$ cat src/design/wfir_pkg.sv
// Shared types and constants for the weighted feature item ranker.
// No dependencies.
package wfir_pkg;

  localparam int NUM_FEATURES = 7;
  localparam int VALUE_FIELDS = 4;
  localparam int FEAT_W       = 18;
  localparam int SCORE_W      = 40;
  localparam int GAIN_W       = 16;
  localparam int VAL_W        = 10;
  localparam logic [FEAT_W-1:0] FEAT_SAT = '1;

  // configuration register indexes
  localparam logic [2:0] REG_OBJ_COUNT = 3'd7;

  // one classified item between the front and back parts
  typedef struct packed {
    logic [VAL_W-1:0] wgt;
    logic [VAL_W+1:0] sum;
    logic [VAL_W-1:0] mx;
    logic [VAL_W-1:0] mn;
    logic [2:0]       n;
    logic             fin;
  } item_t;

endpackage

$ cat src/design/wfir_front.sv
// Front part: accepts input beats, reduces the objective values to sum, max, min.
// Depends on wfir_pkg.
module wfir_front #(
  parameter int MAX_OBJECTIVES = 4
) (
  input  logic                                   clk,
  input  logic                                   rst_n,
  input  logic                                   in_tvalid,
  output logic                                   in_tready,
  input  logic [4*wfir_pkg::VAL_W-1:0]           in_vals,
  input  logic [wfir_pkg::VAL_W-1:0]             in_wgt,
  input  logic                                   in_fin,
  input  logic [2:0]                             obj_count,
  output logic                                   q_valid,
  input  logic                                   q_ready,
  output wfir_pkg::item_t                        q_item
);
  localparam int LIM = (MAX_OBJECTIVES < 4) ? MAX_OBJECTIVES : 4;

  wfir_pkg::item_t item_r, cls;
  logic            vld_r;
  logic [2:0]      n;
  logic [9:0]      v;

  always_comb begin
    n = obj_count;
    if (n == 3'd0) n = 3'd1;
    if (n > 3'(LIM)) n = 3'(LIM);
    cls.wgt = in_wgt;
    cls.n   = n;
    cls.fin = in_fin;
    cls.sum = '0;
    cls.mx  = '0;
    cls.mn  = '0;
    for (int j = 0; j < 4; j++) begin
      v = in_vals[j*10 +: 10];
      if (3'(j) < n) begin
        cls.sum = cls.sum + 12'(v);
        if (j == 0 || v > cls.mx) cls.mx = v;
        if (j == 0 || v < cls.mn) cls.mn = v;
      end
    end
  end

  assign in_tready = !vld_r || q_ready;
  assign q_valid   = vld_r;
  assign q_item    = item_r;

  always_ff @(posedge clk) begin
    if (!rst_n) begin
      vld_r <= 1'b0;
    end else if (in_tready) begin
      vld_r <= in_tvalid;
    end
    if (in_tready && in_tvalid) item_r <= cls;
  end
endmodule

$ cat src/design/wfir_ram.sv
// Generic single-write, single-read RAM with registered read.
// No dependencies.
module wfir_ram #(
  parameter int WIDTH = 8,
  parameter int DEPTH = 64
) (
  input  logic                     clk,
  input  logic                     we,
  input  logic [$clog2(DEPTH)-1:0] waddr,
  input  logic [WIDTH-1:0]         wdata,
  input  logic [$clog2(DEPTH)-1:0] raddr,
  output logic [WIDTH-1:0]         rdata
);
  logic [WIDTH-1:0] mem [DEPTH];
  always_ff @(posedge clk) begin
    if (we) mem[waddr] <= wdata;
    rdata <= mem[raddr];
  end
endmodule

$ cat src/design/wfir_back.sv
// Back part: divides, scores, sorted-inserts into the stores and emits the order.
// Depends on wfir_pkg and wfir_ram.
module wfir_back #(
  parameter int MAX_ITEMS = 64
) (
  input  logic                                          clk,
  input  logic                                          rst_n,
  input  logic                                          q_valid,
  output logic                                          q_ready,
  input  wfir_pkg::item_t                               q_item,
  input  logic [wfir_pkg::NUM_FEATURES*16-1:0]          gains,
  output logic                                          out_tvalid,
  input  logic                                          out_tready,
  output logic [47:0]                                   out_tdata,
  output logic                                          out_tlast
);
  localparam int AW = $clog2(MAX_ITEMS);
  localparam int CW = AW + 1;
  localparam int DIVS = 3;

  typedef enum logic [7:0] {
    S_IDLE  = 8'b00000001,
    S_DIV   = 8'b00000010,
    S_MAC   = 8'b00000100,
    S_SRCH  = 8'b00001000,
    S_SHIFT = 8'b00010000,
    S_PUT   = 8'b00100000,
    S_EMIT  = 8'b01000000,
    S_OUT   = 8'b10000000
  } st_t;

  st_t st_r;
  wfir_pkg::item_t it_r;
  logic [CW-1:0] cnt_r, pos_r, ptr_r;
  // divider: restoring, one quotient bit per cycle
  logic [19:0] num_r, rem_r;
  logic [12:0] den_r;
  logic [19:0] quo_r;
  logic [4:0]  bit_r;
  logic [1:0]  dsel_r;
  logic [17:0] q_avg_r, q_apw_r, q_mx_r, q_mn_r;
  logic [2:0]  fi_r;
  logic signed [47:0] acc_r;
  logic signed [34:0] prod_r;
  logic        prod_v_r;
  logic signed [39:0] score_r;
  logic [39:0] sc_rd;
  logic [5:0]  ix_rd;
  logic        we;
  logic [AW-1:0] waddr, raddr;
  logic [39:0] wsc;
  logic [5:0]  wix;
  logic [5:0]  ix_hold_r;
  logic [39:0] sc_hold_r;
  logic        rd_pend_r;
  logic [47:0] odata_r;
  logic        olast_r, ovld_r;
  logic [20:0] trial;
  logic [17:0] feat;
  logic [17:0] qsat;

  wfir_ram #(.WIDTH(40), .DEPTH(MAX_ITEMS)) u_sc (
    .clk(clk), .we(we), .waddr(waddr), .wdata(wsc), .raddr(raddr), .rdata(sc_rd));
  wfir_ram #(.WIDTH(6), .DEPTH(MAX_ITEMS)) u_ix (
    .clk(clk), .we(we), .waddr(waddr), .wdata(wix), .raddr(raddr), .rdata(ix_rd));

  assign q_ready = (st_r == S_IDLE);
  assign trial = {rem_r, num_r[19]} - {8'd0, den_r};
  assign qsat = (quo_r > 20'(wfir_pkg::FEAT_SAT)) ? wfir_pkg::FEAT_SAT : quo_r[17:0];

  always_comb begin
    case (fi_r)
      3'd0:    feat = {it_r.wgt, 8'd0};
      3'd1:    feat = q_avg_r;
      3'd2:    feat = {it_r.mx, 8'd0};
      3'd3:    feat = {it_r.mn, 8'd0};
      3'd4:    feat = q_apw_r;
      3'd5:    feat = q_mx_r;
      default: feat = q_mn_r;
    endcase
  end

  // read address: shift walks downward, search and emit walk upward
  always_comb begin
    we = 1'b0;
    waddr = pos_r[AW-1:0];
    wsc = score_r;
    wix = 6'(cnt_r);
    raddr = ptr_r[AW-1:0];
    if (st_r == S_SHIFT && rd_pend_r) begin
      we = 1'b1;
      waddr = AW'(ptr_r + 1'b1);
      wsc = sc_rd;
      wix = ix_rd;
    end else if (st_r == S_PUT) begin
      we = 1'b1;
    end
  end

  assign out_tvalid = ovld_r;
  assign out_tdata  = odata_r;
  assign out_tlast  = olast_r;

  always_ff @(posedge clk) begin
    if (!rst_n) begin
      st_r <= S_IDLE;
      cnt_r <= '0;
      ovld_r <= 1'b0;
      rd_pend_r <= 1'b0;
    end else begin
      if (ovld_r && out_tready && st_r != S_OUT) ovld_r <= 1'b0;
      case (st_r)
        S_IDLE: if (q_valid) begin
          it_r <= q_item;
          if (cnt_r == CW'(MAX_ITEMS)) begin
            if (q_item.fin) begin
              st_r <= S_EMIT; ptr_r <= '0; rd_pend_r <= 1'b0;
            end
          end else begin
            // first division: sum*256 / n (average)
            dsel_r <= 2'd0;
            num_r <= {q_item.sum, 8'd0};
            den_r <= 13'(q_item.n);
            rem_r <= '0; quo_r <= '0; bit_r <= '0;
            st_r <= S_DIV;
          end
        end
        S_DIV: begin
          if (bit_r == 5'd20) begin
            // quo_r is complete, load the next division
            rem_r <= '0; quo_r <= '0; bit_r <= '0;
            case (dsel_r)
              2'd0: begin
                q_avg_r <= qsat;
                dsel_r <= 2'd1;
                num_r <= {it_r.sum, 8'd0};
                den_r <= 13'(it_r.n) * 13'(it_r.wgt);
              end
              2'd1: begin
                q_apw_r <= qsat;
                dsel_r <= 2'd2;
                num_r <= {2'd0, it_r.mx, 8'd0};
                den_r <= 13'(it_r.wgt);
              end
              2'd2: begin
                q_mx_r <= qsat;
                dsel_r <= 2'd3;
                num_r <= {2'd0, it_r.mn, 8'd0};
                den_r <= 13'(it_r.wgt);
              end
              default: begin
                q_mn_r <= qsat;
                st_r <= S_MAC;
                fi_r <= '0; acc_r <= '0; prod_v_r <= 1'b0;
              end
            endcase
          end else begin
            if (!trial[20]) begin
              rem_r <= trial[19:0];
              quo_r <= {quo_r[18:0], 1'b1};
            end else begin
              rem_r <= {rem_r[18:0], num_r[19]};
              quo_r <= {quo_r[18:0], 1'b0};
            end
            num_r <= {num_r[18:0], 1'b0};
            bit_r <= bit_r + 5'd1;
          end
        end
        S_MAC: begin
          prod_v_r <= (fi_r != 3'(DIVS + 4));
          if (fi_r != 3'(DIVS + 4)) begin
            prod_r <= $signed(gains[fi_r*16 +: 16]) * $signed({1'b0, feat});
            fi_r <= fi_r + 3'd1;
          end
          if (prod_v_r) acc_r <= acc_r + 48'(prod_r);
          if (!prod_v_r && fi_r == 3'(DIVS + 4)) begin
            if (acc_r > 48'sd549755813887) score_r <= 40'sh7FFFFFFFFF;
            else if (acc_r < -48'sd549755813888) score_r <= 40'sh8000000000;
            else score_r <= acc_r[39:0];
            st_r <= S_SRCH; ptr_r <= '0; rd_pend_r <= 1'b0;
          end
        end
        S_SRCH: begin
          // linear search for first entry with score below the new one
          if (rd_pend_r && $signed(sc_rd) < score_r) begin
            pos_r <= ptr_r - 1'b1;
            ptr_r <= cnt_r - 1'b1;
            rd_pend_r <= 1'b0;
            st_r <= (cnt_r == ptr_r - 1'b1) ? S_PUT : S_SHIFT;
          end else if (ptr_r == cnt_r && (rd_pend_r || cnt_r == '0)) begin
            pos_r <= cnt_r; st_r <= S_PUT; rd_pend_r <= 1'b0;
          end else if (ptr_r != cnt_r) begin
            rd_pend_r <= 1'b1;
            ptr_r <= ptr_r + 1'b1;
          end else begin
            rd_pend_r <= 1'b0;
          end
        end
        S_SHIFT: begin
          // move entries pos..cnt-1 up by one, top down
          if (rd_pend_r && ptr_r == pos_r) begin
            st_r <= S_PUT; rd_pend_r <= 1'b0;
          end else if (rd_pend_r) begin
            ptr_r <= ptr_r - 1'b1; rd_pend_r <= 1'b0;
          end else begin
            rd_pend_r <= 1'b1;
          end
        end
        S_PUT: begin
          cnt_r <= cnt_r + 1'b1;
          if (it_r.fin) begin
            st_r <= S_EMIT; ptr_r <= '0; rd_pend_r <= 1'b0;
          end else st_r <= S_IDLE;
        end
        S_EMIT: begin
          if (cnt_r == '0) st_r <= S_IDLE;
          else if (rd_pend_r) begin
            ix_hold_r <= ix_rd; sc_hold_r <= sc_rd; st_r <= S_OUT;
          end else rd_pend_r <= 1'b1;
        end
        S_OUT: if (!ovld_r || out_tready) begin
          ovld_r <= 1'b1;
          odata_r <= {2'd0, sc_hold_r, ix_hold_r};
          olast_r <= (ptr_r + 1'b1 == cnt_r);
          rd_pend_r <= 1'b0;
          if (ptr_r + 1'b1 == cnt_r) begin
            cnt_r <= '0; st_r <= S_IDLE;
          end else begin
            ptr_r <= ptr_r + 1'b1; st_r <= S_EMIT;
          end
        end
        default: st_r <= S_IDLE;
      endcase
    end
  end
endmodule

$ cat src/design/weighted_feature_item_ranker_core.sv
// Top level of the weighted feature item ranker.
// Depends on wfir_pkg, wfir_front, wfir_back (and wfir_ram below it).
//
// Input channel in_*: one knapsack item per beat. After each item the block
// divides (four restoring divisions), scores with one 16x19 multiply per
// feature, then inserts the item into a sorted store with a linear search
// and a shift of the lower ranked entries over the store RAM. The one-deep
// front register lets one further item wait while the back works.
// On a beat with tlast set the whole order is sent on out_*, best score first,
// one beat per stored item, out_tlast on the lowest ranked.
// Items beyond MAX_ITEMS in a set are dropped. A stalled receiver holds the
// output register and the sequencer waits. Reset (rst_n low, synchronous)
// empties the set, clears gains to zero and sets the objective count to one.
module weighted_feature_item_ranker_core #(
  parameter int MAX_ITEMS      = 64,
  parameter int MAX_OBJECTIVES = 4
) (
  input  logic        clk,
  input  logic        rst_n,
  input  logic        in_tvalid,
  output logic        in_tready,
  input  logic [55:0] in_tdata,   // item_weight, value_0, value_1, value_2, value_3
  input  logic        in_tlast,   // final_item
  output logic        out_tvalid,
  input  logic        out_tready,
  output logic [47:0] out_tdata,  // item_index, item_score
  output logic        out_tlast,  // last_of_order
  input  logic        cfg_we,
  input  logic [2:0]  cfg_index,
  input  logic [15:0] cfg_wdata
);
  logic [wfir_pkg::NUM_FEATURES*16-1:0] gains_r;
  logic [2:0]       obj_r;
  logic             q_valid, q_ready;
  wfir_pkg::item_t  q_item;

  always_ff @(posedge clk) begin
    if (!rst_n) begin
      gains_r <= '0;
      obj_r   <= 3'd1;
    end else if (cfg_we) begin
      if (cfg_index == wfir_pkg::REG_OBJ_COUNT) obj_r <= cfg_wdata[2:0];
      else gains_r[cfg_index*16 +: 16] <= cfg_wdata;
    end
  end

  wfir_front #(.MAX_OBJECTIVES(MAX_OBJECTIVES)) u_front (
    .clk(clk), .rst_n(rst_n),
    .in_tvalid(in_tvalid), .in_tready(in_tready),
    .in_vals(in_tdata[49:10]), .in_wgt(in_tdata[9:0]), .in_fin(in_tlast),
    .obj_count(obj_r),
    .q_valid(q_valid), .q_ready(q_ready), .q_item(q_item));

  wfir_back #(.MAX_ITEMS(MAX_ITEMS)) u_back (
    .clk(clk), .rst_n(rst_n),
    .q_valid(q_valid), .q_ready(q_ready), .q_item(q_item),
    .gains(gains_r),
    .out_tvalid(out_tvalid), .out_tready(out_tready),
    .out_tdata(out_tdata), .out_tlast(out_tlast));
endmodule

$ cat config.mk
export PLATFORM = sky130hd
export DESIGN_NAME = weighted_feature_item_ranker_core
export DESIGN_NICKNAME = d
export VERILOG_FILES = /design/src/design/wfir_pkg.sv /design/src/design/wfir_front.sv /design/src/design/wfir_ram.sv /design/src/design/wfir_back.sv /design/src/design/weighted_feature_item_ranker_core.sv
export SDC_FILE = /design/constraint.sdc
export NUM_CORES = 2
export LEC_CHECK = 0
export BUFFER_PORTS_ARGS = -buffer_cell sky130_fd_sc_hd__buf_2
export CORE_MARGIN = 1
export CORE_UTILIZATION = 57
export DETAILED_ROUTE_END_ITERATION = 7
export PLACE_DENSITY = 0.76
export SLEW_MARGIN = 40
export SYNTH_ARGS = -nofsm -noshare
export SYNTH_HDL_FRONTEND = slang
export SYNTH_HIERARCHICAL = 1
export SYNTH_SLANG_ARGS = --single-unit
$ cat constraint.sdc
create_clock -name clk -period 7.6 [get_ports clk]
set_clock_uncertainty 0.05 [all_clocks]
set_input_delay 0.38 -clock clk [delete_from_list [all_inputs] [get_ports clk]]
set_output_delay 0.38 -clock clk [all_outputs]
set_load 0.005 [all_outputs]
Word level (Yosys, flattened, before mapping)
Memory sizes are Yosys's and may differ from the RTL's. A register that Yosys moved wholly into a read port is not among the register bits.
Index checks and enable logic that the tools add are counted.
{ "classes": {"n_addsub": 12, "n_mul": 2, "div_mod_pow": 0, "magnitude_cmp": 15, "eq_ne": 51, "shift": 3, "n_mux": 111, "bitwise": 3, "reduce_logical": 49} }
{ "op_table": {"columns": ["operator", "n"], "rows": [
  ["2-to-1 mux 20 bit", 8],
  ["2-to-1 mux 48 bit", 3],
  ["2-to-1 mux 7 bit", 18],
  ["case mux 20 bit (2 select lines)", 3],
  ["bitwise mux 112 bit", 1],
  ["variable shift 16 x 34 -> 112 bit (first input constant)", 1],
  ["indexed part select 112 x 8 -> 16 bit", 1],
  ["indexed part select 16 x 34 -> 112 bit", 1],
  ["case mux 18 bit (6 select lines)", 1],
  ["2-to-1 mux 32 bit", 3],
  ["2-to-1 mux 8 bit", 12],
  ["case mux 48 bit (2 select lines)", 1],
  ["2-to-1 mux 40 bit", 2],
  ["case mux 8 bit (8 select lines)", 1],
  ["2-to-1 mux 10 bit", 6],
  ["case mux 20 bit (3 select lines)", 1],
  ["case mux 13 bit (2 select lines)", 2],
  ["adder 48 x 35 -> 48 bit", 1],
  ["> comparator 48 x 40 -> 1 bit (second input constant)", 1],
  ["less-than comparator 48 x 40 -> 1 bit (second input constant)", 1],
  ["case mux 7 bit (6 select lines)", 1],
  ["less-than comparator 40 bit", 1],
  ["2-to-1 mux 13 bit", 3],
  ["multiplier 16 x 19 -> 35 bit", 1],
  ["other kinds (74)", 172]
]} }
{ "totals": {"ff_bits": 611, "latchBits": 0, "ram_bits": 2944, "romBits": 0, "output_inout_bits": 51, "memories": 2} }
{ "mem_list": {"columns": ["name", "depth", "width", "rd", "rd_ports_with_merged_regs", "wr", "line", "text"], "rows": [
  ["u_back.u_sc.mem", 64, 40, 1, 1, 1, "wfir_ram.sv:14", "logic [WIDTH-1:0] mem [DEPTH];"],
  ["u_back.u_ix.mem", 64, 6, 1, 1, 1, "wfir_ram.sv:14", null]
]} }

Logic depth before layout (Yosys ltp)
{ "depth": {"ltp_word": 15, "mapped_depth": 34, "ltp_nobuf": 30} }

Hierarchy
The synthesis kept the hierarchy.
{ "modules_own_cells": {"columns": ["mod", "n_inst", "cells_each", "area_each_um2", "seq_area_each_um2"], "rows": [
  ["wfir_ram (u_back.u_sc)", 1, 4263, 97960.2, 77674.5],
  ["wfir_back", 1, 3222, 33562.2, 13072.5],
  ["wfir_ram (u_back.u_ix)", 1, 729, 15205.8, 11651.2],
  ["wfir_front", 1, 554, 4937.2, 1401.3],
  ["weighted_feature_item_ranker_core", 1, 513, 4848.4, 2302.2]
]} }

Worst setup path after synthesis
OpenSTA, ideal clock, no wires.
{ "synth_timing": {"path_type": "register to register", "from": "reg u_back.fi_r[1]", "to": "reg u_back.prod_r[34] (data pin)", "setup_ns": 0.267, "t_arrival_ns": 7.659, "required_ns": 7.283, "path_slack_ns": -0.376, "path_stages_with_launch": 31, "path_cell_list": "edfxtp_1 -> buf_2 -> inv_1 -> clkbuf_1 -> ha_1 -> clkbuf_1 -> clkbuf_1 -> nor2b_1 -> o32ai_1 -> nor2_1 -> fa_1 -> inv_1 -> fa_1 -> fa_1 -> inv_1 -> fa_1 -> fa_1 -> inv_1 -> fa_1 -> inv_1 -> ha_1 -> a21oi_1 -> o21a_1 -> a31oi_1 -> a2111oi_0 -> o211ai_1 -> nand2_1 -> o21ai_1 -> and2_1 -> o41ai_1 -> a31oi_1"} }
{ "synth_between": {"elab_chain_len": 3} }
{ "synth_rtl": {"columns": ["element", "line", "text"], "rows": [
  ["start: declaration", "wfir_back.sv:42", "logic [2:0] fi_r;"],
  ["start signal: assignment", "wfir_back.sv:173", "fi_r <= fi_r + 3'd1;"],
  ["parallel branches: the longest is 2 deep, another holds indexed part select 112 x 8 -> 16 bit", null, null],
  ["multiplier 16 x 19 -> 35 bit (*)", "wfir_back.sv:172", "prod_r <= $signed(gains[fi_r*16 +: 16]) * $signed({1'b0, feat});"],
  ["end signal: assignment", "wfir_back.sv:172", null],
  ["end: declaration", "wfir_back.sv:44", "logic signed [34:0] prod_r;"]
]} }
Mark *: on every way between the ends.
A chain may end at the register's enable or synchronous reset.

Worst setup path after layout
{ "layout_timing": {"from": "reg u_back.fi_r[0]", "to": "reg u_back.prod_r[32] (data pin)"} }
The elaborated chain is that of the path after synthesis.

==> impl_metrics.toml <==
[final_layout]
multi_input_area_um2 = 47700
drive_gt1_share_pct = 21.9
layout.area.seq_um2 = 106000
fin_area_um2 = 178000
nNetsFinal = 10495
fillerInstances = 17866
areaGrowthSynthToFinish_pct = 13.5

[synthesis]
ys_types = 106
synth_most_common_cell = "edfxtp_1"
async_reset_ff_share_pct = 0
synth_seq_area_share_pct = 67.8
syn_inst = 9281
synth_top_area_share_pct = 65.5
synth_area_leaders = "edfxtp_1 (66%), mux4_2 (10%), fa_1 (3.0%)"
ys_dominant_reg_cell = "edfxtp_1"
avgSynthCellArea_um2 = 16.9
netlist_top_cells_count = "edfxtp_1 (3414), mux4_2 (721), nand2_1 (578)"
synth-seq-cells = 3593
synthesis.area_um2 = 157000
yosys_warnings = 6
synth_top_cell_by_area = "edfxtp_1"
synth-edff-count = 3414

[setup_path]
cp-start-kind = "register"
critical_path_arrival_ps = 8210
max_stage_delay_ps = 600
path_class = "reg2reg"
endpoint_kind = "register"
worstPathMaxFanout = 4
slowest_stage = "fa_1"
required_ps = 8220

[power_and_ir_drop]
ir_drop_mv = 0.207
power_density_nw_per_um2 = 242
leakagePower_nw = 59.9
power_mw = 43.0

[route]
post_drt_wl_per_cell_um = 31.3
via_per_inst = 6.66
first_pass_iters = 8
antenna_left = 0
totalWireLength_mm = 429
first_iter_violations = 12615
remaining_drc_errors = 0
dr_total_vias = 91380

[floorplanning]
die_w_um = 526
die_y_um = 526
core_um2 = 273000
num_rows = 192
initial_core_util_pct = 57.3
die_area_um2 = 277000
ios = 132

[run_status]
outcome = "complete, no violations"

[timing]
max_freq_mhz = 132
finalCritPeriodShare_pct = 100
relSlewSlack_pct = 35.6
finalHoldViolations = 0
fin_crit_ps = 7600
timing.setup.tns_ps = 0
worstMarginPinSlew_ps = 966
setup_ws_ps = 3.30
final-setup-viol-count = 0
slew_violations = 0
rsz0062_at_grt = "yes"

[clock_tree]
htree_num_levels = 5
ctsRootBufferMaster = "clkbuf_16"
clock_latency_ps = 960
tritoncts = "yes"
cts_buffers = 355
cts_max_path_buffers = 4
path_clk_slew_ps = 60
clkSinkCount = 3593

[global_routing]
antenna_found_initial = 17
grtUsageTotal_pct = 30.8
grt_overflow = 0
grt_pass1_vias = 91697
grt_max_degree = 129
grt_pass1_wl_mm = 622

[placement]
dp_worst_setup_slack_ps = -265
hpwl_mm = 263
portBuffers = 123
place_area_um2 = 164000
gp_congestion = 0.920

[flow_run]
drv_cap = 0

[worst_hold_path]
hold_class = "in2reg"
-- layout make-up --
class                           count  share of cell area (%)
Clock buffer                      445                    5.35
Antenna cell                        6                 0.00845
Sequential cell                  3593                    59.7
Inverter                          453                   0.959
Clock inverter                    202                    1.17
Multi-Input combinational cell   4756                    26.8
Tap cell                         3589                    2.53
Timing Repair Buffer              683                    3.40
-- power breakdown --
part	switching (mW)	total, mW	internal [mW]
clock network	7.60	17.6	9.97
registers	0.258	21.9	21.6
logic	2.16	3.59	1.43
total	10.0	43.0	33.0
-- cells by family (layout without fill, tap and decap cells) --
| family | Yosys count | after routing | share of synthesized area, % |
|---|---|---|---|
| other | 1 | 8 | 0.00240 |
| AO/OA/AOI/OAI | 1230 | 1230 | 5.28 |
| flip-flops | 3593 | 3593 | 67.8 |
| AND/OR/NAND/NOR | 1753 | 1753 | 5.21 |
| buffers and inverters | 933 | 1783 | 2.64 |
| multiplexers | 1045 | 1045 | 12.5 |
| XOR/XNOR | 154 | 154 | 0.862 |
| adder cells (fa/ha/maj) | 572 | 572 | 5.70 |
-- timing repair --
action	4_1_cts	5_1_grt
hold buffers	51	0
setup endpoints to repair	8	13
gates resized for setup	67	100
pin swaps	39	105
buffers inserted	15	39
hold endpoints to repair	164	0
-- registers in the layout, indices dropped and copies added (netlist names), 8 cells and up --
register           count
u_back/quo_r          20
u_back/prod_r         35
u_back/score_r        40
u_back/it_r           46
u_back/rem_r          20
u_back/q_apw_r        18
u_back/out_tdata      46
u_back/den_r          13
u_back/num_r          12
u_back/sc_hold_r      40
u_front/q_item        46
u_back/q_mx_r         18
u_back/u_sc/rdata     40
u_back/q_mn_r         18
u_back/acc_r          48
gains_r              112
u_back/st_r            8
u_back/u_sc/mem     2560
u_back/q_avg_r        18
u_back/u_ix/mem      384
-- through the flow --
step           cells  hold WS [ps]  util (%)
6_report       13727          54.4      65.0
5_1_grt        13723          46.9      65.0
4_1_cts        13682          1.71      64.7
3_5_place_dp   12969           355      60.1
3_3_place_gp   12915           350      59.6
2_1_floorplan   9282           350         -
-- worst max-delay path: cells and delay by family, from the launching register on --
family	cells	cell delay (ps)
fa+ha+maj	9	3730
buf+inv	10	930
flops	1	430
simple gates	6	770
compound gates	6	1380
-- metal layers --
layer  GRT usage, %  up-vias  part of all wire [%]
met5              0        -                 0.029
met4           13.2       12                   5.0
met3           7.38     1108                    12
met2           48.0     6254                    46
met1           41.8    46664                    36
li1               -    37342                     -
-- path summary, 6_finish.rpt --
path	from	end	slack, ps	cells past startpoint
worst max-delay path	u_back/fi_r[0]	u_back/prod_r[32]	3	31
worst min-delay path	in_tdata[38]	u_front/q_item[22]	50	3
worst max register to register	u_back/fi_r[0]	u_back/prod_r[32]	3	31
worst min register to register	u_front/q_item[39]	u_back/it_r[39]	350	0
-- cell usage in the layout (no fill, tap or decap), types with 43 or more instances in the layout --
cell / count
clkbuf_16: 363
mux2i_1: 234
nand2_1: 569
ha_1: 315
a21oi_1: 248
buf_4: 400
buf_2: 123
clkinv_1: 78
and2_1: 50
dlygate4sd3_1: 51
nand3_1: 141
inv_1: 426
a211oi_1: 54
o22ai_1: 168
edfxtp_1: 3414
mux2_2: 58
nor2_1: 478
nand2b_1: 53
clkbuf_1: 71
o21ai_0: 144
xor2_1: 64
a22oi_1: 43
clkinv_2: 48
xnor2_1: 89
fa_1: 222
o221ai_1: 68
nor2b_1: 54
a21o_1: 101
nor2_4: 67
nand4_1: 47
dfxtp_1: 179
mux4_2: 721
(Power assumes the default switching activity.)
